[src/rtl/hkrs_pkg.sv]
// Package of the housekeeping report scheduler: table depth, derived widths,
// status and request codes, configuration register indexes, and the status
// struct of the remainder unit. No dependencies.
package hkrs_pkg;

	localparam int TABLE_DEPTH = 32;
	localparam int IDX_W = (TABLE_DEPTH > 1) ? $clog2(TABLE_DEPTH) : 1;
	localparam int CNT_W = $clog2(TABLE_DEPTH + 1);

	// Result status codes.
	localparam logic [2:0] ST_OK          = 3'd0;
	localparam logic [2:0] ST_NOT_FOUND   = 3'd1;
	localparam logic [2:0] ST_UNEXPECTED  = 3'd2;
	localparam logic [2:0] ST_UNAVAILABLE = 3'd3;
	localparam logic [2:0] ST_INVALID     = 3'd4;

	// Request codes.
	localparam logic [2:0] RQ_LOAD    = 3'd0;
	localparam logic [2:0] RQ_START   = 3'd1;
	localparam logic [2:0] RQ_TICK    = 3'd2;
	localparam logic [2:0] RQ_ENABLE  = 3'd3;
	localparam logic [2:0] RQ_DISABLE = 3'd4;
	localparam logic [2:0] RQ_SETRATE = 3'd5;
	localparam logic [2:0] RQ_DUMP    = 3'd6;

	// Configuration register indexes.
	localparam logic CFG_TABLE_SIZE     = 1'b0;
	localparam logic CFG_FRAME_OVERHEAD = 1'b1;

	// Status of the iterative remainder unit.
	typedef struct packed {
		logic busy;
		logic done;
		logic rem_zero;
	} mod_stat_t;

endpackage

[src/rtl/hkrs_if.sv]
// Valid/ready channel interfaces for requests and results of the
// housekeeping report scheduler. No dependencies.
interface hkrs_req_if;
	logic        valid;
	logic        ready;
	logic [2:0]  req_type;
	logic [4:0]  entry_index;
	logic [15:0] hk_id;
	logic [15:0] rate_value;
	logic        enable_value;
	logic [15:0] packet_length;

	modport source (output valid, req_type, entry_index, hk_id, rate_value,
		enable_value, packet_length, input ready);
	modport sink (input valid, req_type, entry_index, hk_id, rate_value,
		enable_value, packet_length, output ready);
endinterface

interface hkrs_rsp_if;
	logic        valid;
	logic        ready;
	logic [2:0]  status;
	logic [15:0] report_id;
	logic [15:0] report_rate;
	logic        report_enabled;
	logic        is_report;
	logic        last;

	modport source (output valid, status, report_id, report_rate,
		report_enabled, is_report, last, input ready);
	modport sink (input valid, status, report_id, report_rate,
		report_enabled, is_report, last, output ready);
endinterface

[src/rtl/housekeeping_report_scheduler_unit.sv]
// Top level of the housekeeping report scheduler: table memories, command
// sequencer and result register. Depends on hkrs_pkg, hkrs_if, hkrs_mod_unit.
//
// Use: requests arrive on the req channel, results leave on the rsp channel;
// both transfer when valid and ready are high at a rising edge. Registers
// table_size (index 0) and frame_overhead (index 1) are written through
// cfg_we, cfg_index and cfg_data; the user must write them only while the
// block is idle, which the block itself does not enforce. Every request but
// tick, and a tick before a successful start, gives one response with last set.
// Otherwise a tick gives one report per due entry, the final one with last
// set, or none at all. Start checks the table entries in order; enable or
// disable of all entries sweeps over every entry in use. Enable, disable,
// set-rate and dump of one id look up the entry by binary search. A tick
// reads each entry in turn and, for one enabled with a nonzero rate, waits
// on the bit-serial remainder unit. One request is worked on at a time;
// req.ready is high only while the sequencer is idle.
// A finished result waits in the output register; while the receiver stalls
// the sequencer holds at its next result, and a new request is taken as soon
// as the last result is in the register.
// Reset clears the tick count, the initialized flag and both registers; the
// table contents stay undefined until loaded, and no clearing pass is run.
module housekeeping_report_scheduler_unit (
	input  logic        clk,
	input  logic        arst_n,
	input  logic        cfg_we,
	input  logic        cfg_index,
	input  logic [15:0] cfg_data,
	hkrs_req_if.sink    req,
	hkrs_rsp_if.source  rsp
);

	localparam int IW = hkrs_pkg::IDX_W;
	localparam int CW = hkrs_pkg::CNT_W;

	localparam logic [3:0] S_IDLE  = 4'd0;
	localparam logic [3:0] S_RESP  = 4'd1;
	localparam logic [3:0] S_VRD   = 4'd2;
	localparam logic [3:0] S_VCK   = 4'd3;
	localparam logic [3:0] S_TRD   = 4'd4;
	localparam logic [3:0] S_TCK   = 4'd5;
	localparam logic [3:0] S_TMOD  = 4'd6;
	localparam logic [3:0] S_TDUE  = 4'd7;
	localparam logic [3:0] S_TEND  = 4'd8;
	localparam logic [3:0] S_SRD   = 4'd9;
	localparam logic [3:0] S_SCK   = 4'd10;
	localparam logic [3:0] S_SWEEP = 4'd11;

	// Table memories: id and rate together, enable bit apart.
	logic [31:0] ir_mem [hkrs_pkg::TABLE_DEPTH];
	logic        en_mem [hkrs_pkg::TABLE_DEPTH];

	logic [3:0]  state_q;
	logic        init_q;
	logic [31:0] cnt_q;
	logic [5:0]  tsize_q;
	logic [15:0] fo_q;
	logic [2:0]  typ_q;
	logic [15:0] id_q;
	logic [15:0] rate_q;
	logic [CW-1:0] i_q;
	logic signed [CW:0] lo_q;
	logic signed [CW:0] hi_q;
	logic [IW-1:0] mid_q;
	logic [15:0] prev_id_q;
	logic [2:0]  resp_st_q;
	logic [15:0] resp_id_q;
	logic [15:0] resp_rate_q;
	logic        resp_en_q;
	logic        pend_v_q;
	logic [15:0] pend_id_q;
	logic [15:0] pend_rate_q;
	logic        rsp_valid_q;

	logic [15:0] rd_id_q;
	logic [15:0] rd_rate_q;
	logic        rd_en_q;

	logic          rd_req;
	logic [IW-1:0] rd_addr;
	logic          ir_we;
	logic [IW-1:0] ir_addr;
	logic [31:0]   ir_data;
	logic          en_we;
	logic [IW-1:0] en_addr;
	logic          en_data;
	logic          push;
	logic [2:0]    push_st;
	logic [15:0]   push_id;
	logic [15:0]   push_rate;
	logic          push_en;
	logic          push_rep;
	logic          push_last;
	logic          mod_start;
	logic          out_free;
	logic [CW-1:0] n_used;
	logic signed [CW+1:0] mid_sum;
	logic signed [CW:0]   mid_full;
	logic [16:0]   plen;
	logic [16:0]   plen_need;
	logic          slot_ok;
	logic          len_ok;

	hkrs_pkg::mod_stat_t mod_stat;

	hkrs_mod_unit u_mod (
		.clk      (clk),
		.arst_n   (arst_n),
		.start    (mod_start),
		.dividend (cnt_q),
		.divisor  (rd_rate_q),
		.stat     (mod_stat)
	);

	// Entries in use, clipped to the table depth.
	assign n_used = ({1'b0, tsize_q} > 7'(hkrs_pkg::TABLE_DEPTH)) ?
		CW'(hkrs_pkg::TABLE_DEPTH) : CW'(tsize_q);

	assign mid_sum  = (CW+2)'(lo_q) + (CW+2)'(hi_q);
	assign mid_full = (CW+1)'(mid_sum >>> 1);

	assign out_free = !rsp_valid_q || rsp.ready;

	// Length check of telecommands against the frame overhead.
	assign plen      = {1'b0, req.packet_length} + 17'd1;
	assign plen_need = {1'b0, fo_q} +
		((req.req_type == hkrs_pkg::RQ_SETRATE) ? 17'd4 : 17'd2);
	assign len_ok    = (plen == plen_need);
	assign slot_ok   = (32'(req.entry_index) < 32'(hkrs_pkg::TABLE_DEPTH));

	assign req.ready = (state_q == S_IDLE);

	// Memory accesses, result pushes and remainder starts per state.
	always_comb begin
		rd_req    = 1'b0;
		rd_addr   = IW'(i_q);
		ir_we     = 1'b0;
		ir_addr   = IW'(req.entry_index);
		ir_data   = {req.hk_id, req.rate_value};
		en_we     = 1'b0;
		en_addr   = IW'(req.entry_index);
		en_data   = req.enable_value;
		push      = 1'b0;
		push_st   = resp_st_q;
		push_id   = resp_id_q;
		push_rate = resp_rate_q;
		push_en   = resp_en_q;
		push_rep  = 1'b0;
		push_last = 1'b1;
		mod_start = 1'b0;
		case (state_q)
			S_IDLE: begin
				if (req.valid && req.req_type == hkrs_pkg::RQ_LOAD && slot_ok) begin
					ir_we = 1'b1;
					en_we = 1'b1;
				end
			end
			S_VRD: rd_req = 1'b1;
			S_TRD: rd_req = (i_q != n_used);
			S_TCK: mod_start = rd_en_q && (rd_rate_q != 16'd0);
			S_SRD: begin
				rd_req  = (lo_q <= hi_q);
				rd_addr = IW'(mid_full);
			end
			S_SCK: begin
				if (rd_id_q == id_q) begin
					ir_addr = mid_q;
					ir_data = {rd_id_q, rate_q};
					en_addr = mid_q;
					en_data = (typ_q == hkrs_pkg::RQ_ENABLE);
					ir_we   = (typ_q == hkrs_pkg::RQ_SETRATE);
					en_we   = (typ_q == hkrs_pkg::RQ_ENABLE) ||
						(typ_q == hkrs_pkg::RQ_DISABLE);
				end
			end
			S_SWEEP: begin
				en_addr = IW'(i_q);
				en_data = (typ_q == hkrs_pkg::RQ_ENABLE);
				en_we   = (i_q != n_used);
			end
			S_RESP: push = out_free;
			S_TDUE, S_TEND: begin
				push      = pend_v_q && out_free;
				push_st   = hkrs_pkg::ST_OK;
				push_id   = pend_id_q;
				push_rate = pend_rate_q;
				push_en   = 1'b1;
				push_rep  = 1'b1;
				push_last = (state_q == S_TEND);
			end
			default: ;
		endcase
	end

	// Table memories with registered reads.
	always_ff @(posedge clk) begin
		if (ir_we) begin
			ir_mem[ir_addr] <= ir_data;
		end
		if (en_we) begin
			en_mem[en_addr] <= en_data;
		end
		if (rd_req) begin
			rd_id_q   <= ir_mem[rd_addr][31:16];
			rd_rate_q <= ir_mem[rd_addr][15:0];
			rd_en_q   <= en_mem[rd_addr];
		end
	end

	// Configuration registers.
	always_ff @(posedge clk or negedge arst_n) begin
		if (!arst_n) begin
			tsize_q <= 6'd0;
			fo_q    <= 16'd0;
		end else if (cfg_we) begin
			case (cfg_index)
				hkrs_pkg::CFG_TABLE_SIZE:     tsize_q <= cfg_data[5:0];
				hkrs_pkg::CFG_FRAME_OVERHEAD: fo_q    <= cfg_data;
				default: ;
			endcase
		end
	end

	// Command sequencer.
	always_ff @(posedge clk or negedge arst_n) begin
		if (!arst_n) begin
			state_q  <= S_IDLE;
			init_q   <= 1'b0;
			cnt_q    <= 32'd0;
			pend_v_q <= 1'b0;
		end else begin
			case (state_q)
				S_IDLE: begin
					if (req.valid) begin
						typ_q       <= req.req_type;
						id_q        <= req.hk_id;
						rate_q      <= req.rate_value;
						resp_id_q   <= 16'd0;
						resp_rate_q <= 16'd0;
						resp_en_q   <= 1'b0;
						i_q         <= '0;
						lo_q        <= '0;
						hi_q        <= (CW+1)'(n_used) - (CW+1)'(1);
						pend_v_q    <= 1'b0;
						state_q     <= S_RESP;
						case (req.req_type)
							hkrs_pkg::RQ_LOAD: begin
								resp_st_q <= slot_ok ? hkrs_pkg::ST_OK : hkrs_pkg::ST_UNEXPECTED;
							end
							hkrs_pkg::RQ_START: begin
								resp_st_q <= hkrs_pkg::ST_INVALID;
								if (n_used != '0) begin
									state_q <= S_VRD;
								end
							end
							hkrs_pkg::RQ_TICK: begin
								resp_st_q <= hkrs_pkg::ST_UNAVAILABLE;
								if (init_q) begin
									state_q <= S_TRD;
								end
							end
							hkrs_pkg::RQ_ENABLE, hkrs_pkg::RQ_DISABLE,
							hkrs_pkg::RQ_SETRATE, hkrs_pkg::RQ_DUMP: begin
								if (!len_ok) begin
									resp_st_q <= hkrs_pkg::ST_UNEXPECTED;
								end else if (!init_q) begin
									resp_st_q <= hkrs_pkg::ST_UNAVAILABLE;
								end else if (req.hk_id == 16'd0) begin
									if (req.req_type == hkrs_pkg::RQ_ENABLE ||
										req.req_type == hkrs_pkg::RQ_DISABLE) begin
										resp_st_q <= hkrs_pkg::ST_OK;
										state_q   <= S_SWEEP;
									end else begin
										resp_st_q <= hkrs_pkg::ST_UNEXPECTED;
									end
								end else if (req.req_type == hkrs_pkg::RQ_SETRATE &&
									req.rate_value == 16'd0) begin
									resp_st_q <= hkrs_pkg::ST_UNEXPECTED;
								end else begin
									state_q <= S_SRD;
								end
							end
							default: resp_st_q <= hkrs_pkg::ST_UNEXPECTED;
						endcase
					end
				end
				S_VRD: state_q <= S_VCK;
				S_VCK: begin
					if ((i_q == '0 && rd_id_q == 16'd0) || rd_rate_q == 16'd0 ||
						(i_q != '0 && rd_id_q <= prev_id_q)) begin
						resp_st_q <= hkrs_pkg::ST_INVALID;
						state_q   <= S_RESP;
					end else if (i_q + CW'(1) == n_used) begin
						init_q    <= 1'b1;
						cnt_q     <= 32'd0;
						resp_st_q <= hkrs_pkg::ST_OK;
						state_q   <= S_RESP;
					end else begin
						prev_id_q <= rd_id_q;
						i_q       <= i_q + CW'(1);
						state_q   <= S_VRD;
					end
				end
				S_TRD: state_q <= (i_q == n_used) ? S_TEND : S_TCK;
				S_TCK: begin
					if (rd_en_q && rd_rate_q != 16'd0) begin
						state_q <= S_TMOD;
					end else begin
						i_q     <= i_q + CW'(1);
						state_q <= S_TRD;
					end
				end
				S_TMOD: begin
					if (mod_stat.done) begin
						if (mod_stat.rem_zero) begin
							state_q <= S_TDUE;
						end else begin
							i_q     <= i_q + CW'(1);
							state_q <= S_TRD;
						end
					end
				end
				S_TDUE: begin
					// The held report goes out, the new one takes its place.
					if (!pend_v_q || out_free) begin
						pend_v_q    <= 1'b1;
						pend_id_q   <= rd_id_q;
						pend_rate_q <= rd_rate_q;
						i_q         <= i_q + CW'(1);
						state_q     <= S_TRD;
					end
				end
				S_TEND: begin
					if (!pend_v_q || out_free) begin
						pend_v_q <= 1'b0;
						cnt_q    <= cnt_q + 32'd1;
						state_q  <= S_IDLE;
					end
				end
				S_SRD: begin
					if (lo_q > hi_q) begin
						resp_st_q <= hkrs_pkg::ST_NOT_FOUND;
						state_q   <= S_RESP;
					end else begin
						mid_q   <= IW'(mid_full);
						state_q <= S_SCK;
					end
				end
				S_SCK: begin
					if (rd_id_q == id_q) begin
						resp_st_q <= hkrs_pkg::ST_OK;
						if (typ_q == hkrs_pkg::RQ_DUMP) begin
							resp_id_q   <= rd_id_q;
							resp_rate_q <= rd_rate_q;
							resp_en_q   <= rd_en_q;
						end
						state_q <= S_RESP;
					end else begin
						if (rd_id_q < id_q) begin
							lo_q <= (CW+1)'(mid_q) + (CW+1)'(1);
						end else begin
							hi_q <= (CW+1)'(mid_q) - (CW+1)'(1);
						end
						state_q <= S_SRD;
					end
				end
				S_SWEEP: begin
					if (i_q == n_used) begin
						state_q <= S_RESP;
					end else begin
						i_q <= i_q + CW'(1);
					end
				end
				S_RESP: begin
					if (out_free) begin
						state_q <= S_IDLE;
					end
				end
				default: state_q <= S_IDLE;
			endcase
		end
	end

	// Output register.
	always_ff @(posedge clk or negedge arst_n) begin
		if (!arst_n) begin
			rsp_valid_q <= 1'b0;
		end else if (push) begin
			rsp_valid_q <= 1'b1;
		end else if (rsp.ready) begin
			rsp_valid_q <= 1'b0;
		end
	end

	always_ff @(posedge clk) begin
		if (push) begin
			rsp.status         <= push_st;
			rsp.report_id      <= push_id;
			rsp.report_rate    <= push_rate;
			rsp.report_enabled <= push_en;
			rsp.is_report      <= push_rep;
			rsp.last           <= push_last;
		end
	end

	assign rsp.valid = rsp_valid_q;

endmodule

[src/rtl/hkrs_mod_unit.sv]
// Restoring remainder unit: 32-bit dividend modulo 16-bit divisor, one
// quotient bit per cycle. Depends on hkrs_pkg.
module hkrs_mod_unit (
	input  logic               clk,
	input  logic               arst_n,
	input  logic               start,
	input  logic [31:0]        dividend,
	input  logic [15:0]        divisor,
	output hkrs_pkg::mod_stat_t stat
);

	logic [15:0] rem_q;
	logic [31:0] dvd_q;
	logic [15:0] div_q;
	logic [5:0]  step_q;
	logic        busy_q;
	logic        done_q;
	logic [16:0] trial;

	// Shift in the next dividend bit and subtract when it fits.
	assign trial = {rem_q, dvd_q[31]};

	always_ff @(posedge clk or negedge arst_n) begin
		if (!arst_n) begin
			busy_q <= 1'b0;
			done_q <= 1'b0;
			step_q <= 6'd0;
		end else if (start) begin
			busy_q <= 1'b1;
			done_q <= 1'b0;
			step_q <= 6'd32;
		end else if (busy_q) begin
			step_q <= step_q - 6'd1;
			if (step_q == 6'd1) begin
				busy_q <= 1'b0;
				done_q <= 1'b1;
			end
		end
	end

	// Datapath needs no reset.
	always_ff @(posedge clk) begin
		if (start) begin
			rem_q <= 16'd0;
			dvd_q <= dividend;
			div_q <= divisor;
		end else if (busy_q) begin
			dvd_q <= {dvd_q[30:0], 1'b0};
			if (trial >= {1'b0, div_q}) begin
				rem_q <= 16'(trial - {1'b0, div_q});
			end else begin
				rem_q <= trial[15:0];
			end
		end
	end

	assign stat.busy     = busy_q;
	assign stat.done     = done_q;
	assign stat.rem_zero = (rem_q == 16'd0);

endmodule

[src/flat_wrapper.sv]
// flat-port wrapper written by rule: the top's interface ports become plain ports
module housekeeping_report_scheduler_unit_flat 
  (clk, arst_n, cfg_we, cfg_index, cfg_data, req_valid, req_req_type, req_entry_index, req_hk_id, req_rate_value, req_enable_value, req_packet_length, req_ready, rsp_valid, rsp_status, rsp_report_id, rsp_report_rate, rsp_report_enabled, rsp_is_report, rsp_last, rsp_ready);
  hkrs_req_if req_i ();
  hkrs_rsp_if rsp_i ();
  input  logic clk;
  input  logic arst_n;
  input  logic cfg_we;
  input  logic cfg_index;
  input  logic [15:0] cfg_data;
  input wire logic [$bits(req_i.valid)-1:0] req_valid;
  input wire logic [$bits(req_i.req_type)-1:0] req_req_type;
  input wire logic [$bits(req_i.entry_index)-1:0] req_entry_index;
  input wire logic [$bits(req_i.hk_id)-1:0] req_hk_id;
  input wire logic [$bits(req_i.rate_value)-1:0] req_rate_value;
  input wire logic [$bits(req_i.enable_value)-1:0] req_enable_value;
  input wire logic [$bits(req_i.packet_length)-1:0] req_packet_length;
  output wire logic [$bits(req_i.ready)-1:0] req_ready;
  output wire logic [$bits(rsp_i.valid)-1:0] rsp_valid;
  output wire logic [$bits(rsp_i.status)-1:0] rsp_status;
  output wire logic [$bits(rsp_i.report_id)-1:0] rsp_report_id;
  output wire logic [$bits(rsp_i.report_rate)-1:0] rsp_report_rate;
  output wire logic [$bits(rsp_i.report_enabled)-1:0] rsp_report_enabled;
  output wire logic [$bits(rsp_i.is_report)-1:0] rsp_is_report;
  output wire logic [$bits(rsp_i.last)-1:0] rsp_last;
  input wire logic [$bits(rsp_i.ready)-1:0] rsp_ready;
  assign req_i.valid = req_valid;
  assign req_i.req_type = req_req_type;
  assign req_i.entry_index = req_entry_index;
  assign req_i.hk_id = req_hk_id;
  assign req_i.rate_value = req_rate_value;
  assign req_i.enable_value = req_enable_value;
  assign req_i.packet_length = req_packet_length;
  assign req_ready = req_i.ready;
  assign rsp_valid = rsp_i.valid;
  assign rsp_status = rsp_i.status;
  assign rsp_report_id = rsp_i.report_id;
  assign rsp_report_rate = rsp_i.report_rate;
  assign rsp_report_enabled = rsp_i.report_enabled;
  assign rsp_is_report = rsp_i.is_report;
  assign rsp_last = rsp_i.last;
  assign rsp_i.ready = rsp_ready;
  housekeeping_report_scheduler_unit u_core (.clk(clk), .arst_n(arst_n), .cfg_we(cfg_we), .cfg_index(cfg_index), .cfg_data(cfg_data), .req(req_i), .rsp(rsp_i));
endmodule
[config.mk]
export PLATFORM = sky130hd
export DESIGN_NAME = housekeeping_report_scheduler_unit_flat
export DESIGN_NICKNAME = d
export VERILOG_FILES = /design/src/rtl/hkrs_pkg.sv /design/src/rtl/hkrs_if.sv /design/src/rtl/housekeeping_report_scheduler_unit.sv /design/src/rtl/hkrs_mod_unit.sv /design/src/flat_wrapper.sv
export SDC_FILE = /design/constraint.sdc
export NUM_CORES = 2
export LEC_CHECK = 0
export BUFFER_PORTS_ARGS = -buffer_cell sky130_fd_sc_hd__buf_2
export CAP_MARGIN = 20
export CORE_MARGIN = 3
export CORE_UTILIZATION = 37
export DETAILED_ROUTE_END_ITERATION = 8
export GPL_TIMING_DRIVEN = 0
export SLEW_MARGIN = 5
export SYNTH_ARGS = -nofsm -noshare
export SYNTH_HDL_FRONTEND = slang
export SYNTH_SLANG_ARGS = --single-unit
export TNS_END_PERCENT = 30
[constraint.sdc]
create_clock -name clk -period 5.1 [get_ports clk]
set_input_delay 0.255 -clock clk [delete_from_list [all_inputs] [get_ports clk]]
set_output_delay 0.255 -clock clk [all_outputs]
set_load 0.02 [all_outputs]
==> reports/metrics.csv <==
metric,value,unit
final WL,190000,um
num ports,119,
hold crit path type,in -> async,
"Primary FF master, synth",edfxtp_1,
drt pass-1 iters,6,
Final Max Slew Viols,0,
crit-path most repeated cell,clkbuf_1,
Setup Viol. Count Final,0,
crit path DAT,5470,ps
gpl congestion,0.924,
Die ar.,163000,um2
clk_lat worst skew,800,ps
Final TNS setup,0,ps
CP Data Required Time,5490,ps
Num CTS Buffers,148,
outcome,"finished, final reports clean",
Clock Path Buffers,3,
"EDFF count, synth",1318,
"slowest stage delay, CP",900,ps
type of origin of the critical path,flip-flop,
die width,404,um
synthesized flop and latch total,1403,
Antenna Nets Post-Route,0,
Final #Nets,4947,
fmax,197,MHz
Syn Inst Count,4396,
Leakage,0.0235,uW
1st-iter DRT viols,5598,
Power Dens Cells,437,nW/um2
final cell utilization of the core,0.439,
DRC,0,
largest net degree at the start of global routing,59,
antenna violations before repair,18,
Synth Warn #,0,
crit path max fanout,10,
number of max-cap violations,0,
Vias/cell,5.70,
Clock Root Buffer,clkbuf_16,
DR WL/cell,27.3,um
Core Area,157000,um2
Layout area overhead,17.6,%
"Seq/Total Area, Yosys",0.711,
Least-Margin Pin Slew,1230,ps
"commonest non-fill, non-tap cells in the layout","1318 x edfxtp_1, 795 x nand2_1, 299 x nand3_1",
"most common cell after layout, fill and taps aside",edfxtp_1,
Relative slew margins,0.178,
endpoints failing hold,0,
grt ovf,0,
post-synth net total,4548,
Period minus WS final,5080,ps
Post-Route Skew,35.4,ps
CTS tree,built,
RSZ-0062 raised after global routing,false,
CP Cell Sequence,clkbuf_1 -> nor2b_1 -> nand2_1 -> clkbuf_1 -> a32o_1 -> clkbuf_1 -> buf_8 -> clkbuf_1 -> a32oi_1 -> nand4_1 -> nand4_1,
Post-Place Cells,6635,
Starting Density,0.373,
asr flop ratio synth,0.0492,
vias in the first global route,38100,
Critical-path top delay cell,clkbuf_1,
syn_area_per_cell,13.3,um2
first-pass GRT wire length,272000,um
clk slew on worst S/H paths,60,ps
total clock sinks,1403,
Post-DP HPWL,134000,um
PortBufs,118,
post-route clock period utilization,0.995,
post-synthesis cell type count,79,
Final WS setup,24.4,ps
share of layout cells above drive strength 1,0.112,
setup slack at placement,122,ps
Synth Cell Area,58500,um2
All-Layer GR Usage,0.230,
Die H,404,um
CP Class,reg -> reg,
H-tree depth,4,
Post-Layout Cell Count,6979,
DR vias,39800,
Core Rows,145,
Fin Hold WS,85.1,ps
Critical Path End Type,flip-flop,
maximum VDD drop,0.000349,V
-- cells in the mapped netlist, types with 6 or more instances --
library cell	n	area share
a211oi_1	92	0.012
ha_1	70	0.015
nand3_1	299	0.026
dfxtp_1	16	0.0055
buf_2	20	0.0017
xnor2_1	51	0.0076
xor2_1	32	0.0048
a21o_1	12	0.0015
o21ai_0	69	0.0059
nor3_1	48	0.0041
o211ai_1	6	0.00077
nor2b_1	21	0.0022
a221oi_1	51	0.0076
o21a_1	10	0.0013
clkbuf_1	204	0.013
and2_1	40	0.0043
a31oi_1	30	0.0032
a22oi_1	35	0.0045
nand4_1	96	0.010
nor4_1	32	0.0034
nand2b_1	9	0.00096
a21oi_1	195	0.017
nand2_1	807	0.052
mux2i_1	140	0.024
a32oi_1	71	0.011
o22ai_1	50	0.0053
edfxtp_1	1318	0.68
o21bai_1	7	0.00090
or3_1	17	0.0018
inv_1	90	0.0058
o31ai_1	7	0.00090
and3_1	28	0.0030
nor2_1	183	0.012
mux2_2	55	0.011
dfrtp_1	69	0.029
buf_1	23	0.0015
nand3b_1	9	0.0012
-- final cells by class --
class                      instances  area, um2
fill                           14200      87900
sequential                      1403      41600
multi-input combinational       2654      16000
clock buffer                     192       3990
timing repair buffer             249       2690
tap                             2058       2570
buffer                           247        968
clock inverter                    79        664
inverter                          92        345
antenna                            5       12.5
-- routing by layer --
| metal | track usage | vias up | part of all wire |
|---|---|---|---|
| met1 | 0.305 | 19800 | 0.39 |
| met3 | 0.0504 | 403 | 0.10 |
| met4 | 0.105 | 6 | 0.049 |
| met5 | 0.000892 | - | 0.00024 |
| met2 | 0.361 | 2106 | 0.46 |
| li1 | - | 17400 | - |
-- registers in the layout (all words and copies together), names as in the netlist, 32 cells and up --
name / cells
u_core.u_mod.dvd_q: 32
u_core.en_mem: 32
u_core.cnt_q: 32
u_core.ir_mem: 1024
-- timing repair --
action	4_1_cts	5_1_grt
hold endpoints to repair	145	0
setup endpoints to repair	0	40
hold buffers	56	0
setup buffers	0	2
gates resized for setup	0	12
-- report_power, final --
part           switching, uW  total (uW)  leakage [uW]  internal [uW]
Sequential               296       13400        0.0129          13100
Combinational           4450        6130       0.00833           1680
Clock                   4560       10500       0.00228           5960
-- final timing paths --
path | from | to | slack [ps] | cells after the start
min in group clk | cfg_index | u_core.tsize_q[5] | 110 | 4
worst max-delay path | u_core.state_q[1] | u_core.rd_rate_q[13] | 20 | 11
worst max register to register | u_core.state_q[1] | u_core.rd_rate_q[13] | 20 | 11
worst min register to register | u_core.u_mod.rem_q[15] | u_core.u_mod.rem_q[15] | 470 | 2
worst min-delay path | arst_n | u_core.cnt_q[16] | 90 | 3
max in group asynchronous | arst_n | u_core.tsize_q[3] | 3890 | 3
-- metrics by stage --
stage / area, um2 / total power, uW
final: 68800 / 30100
after global routing: 68800 / 31000
after CTS: 68500 / 30000
after detailed placement: 63300 / 19600
after global placement: 61700 / 19400
after floorplan: 58500 / 16800
-- critical path: cells and delay by family, from the launching register on --
family | cells | cell delay, ps
AO/OA/AOI/OAI | 2 | 530
buffers and inverters | 5 | 2510
AND/OR/NAND/NOR | 4 | 1310
flip-flops | 1 | 320
-- cell families after synthesis --
group | Yosys count | share of synthesized area
xor+xnor | 87 | 0.0139
flops | 1403 | 0.711
buf+inv | 339 | 0.0222
fa+ha+maj | 73 | 0.0160
compound gates | 674 | 0.0768
mux | 195 | 0.0345
simple gates | 1625 | 0.126
Power figures use the tool's default switching activity.
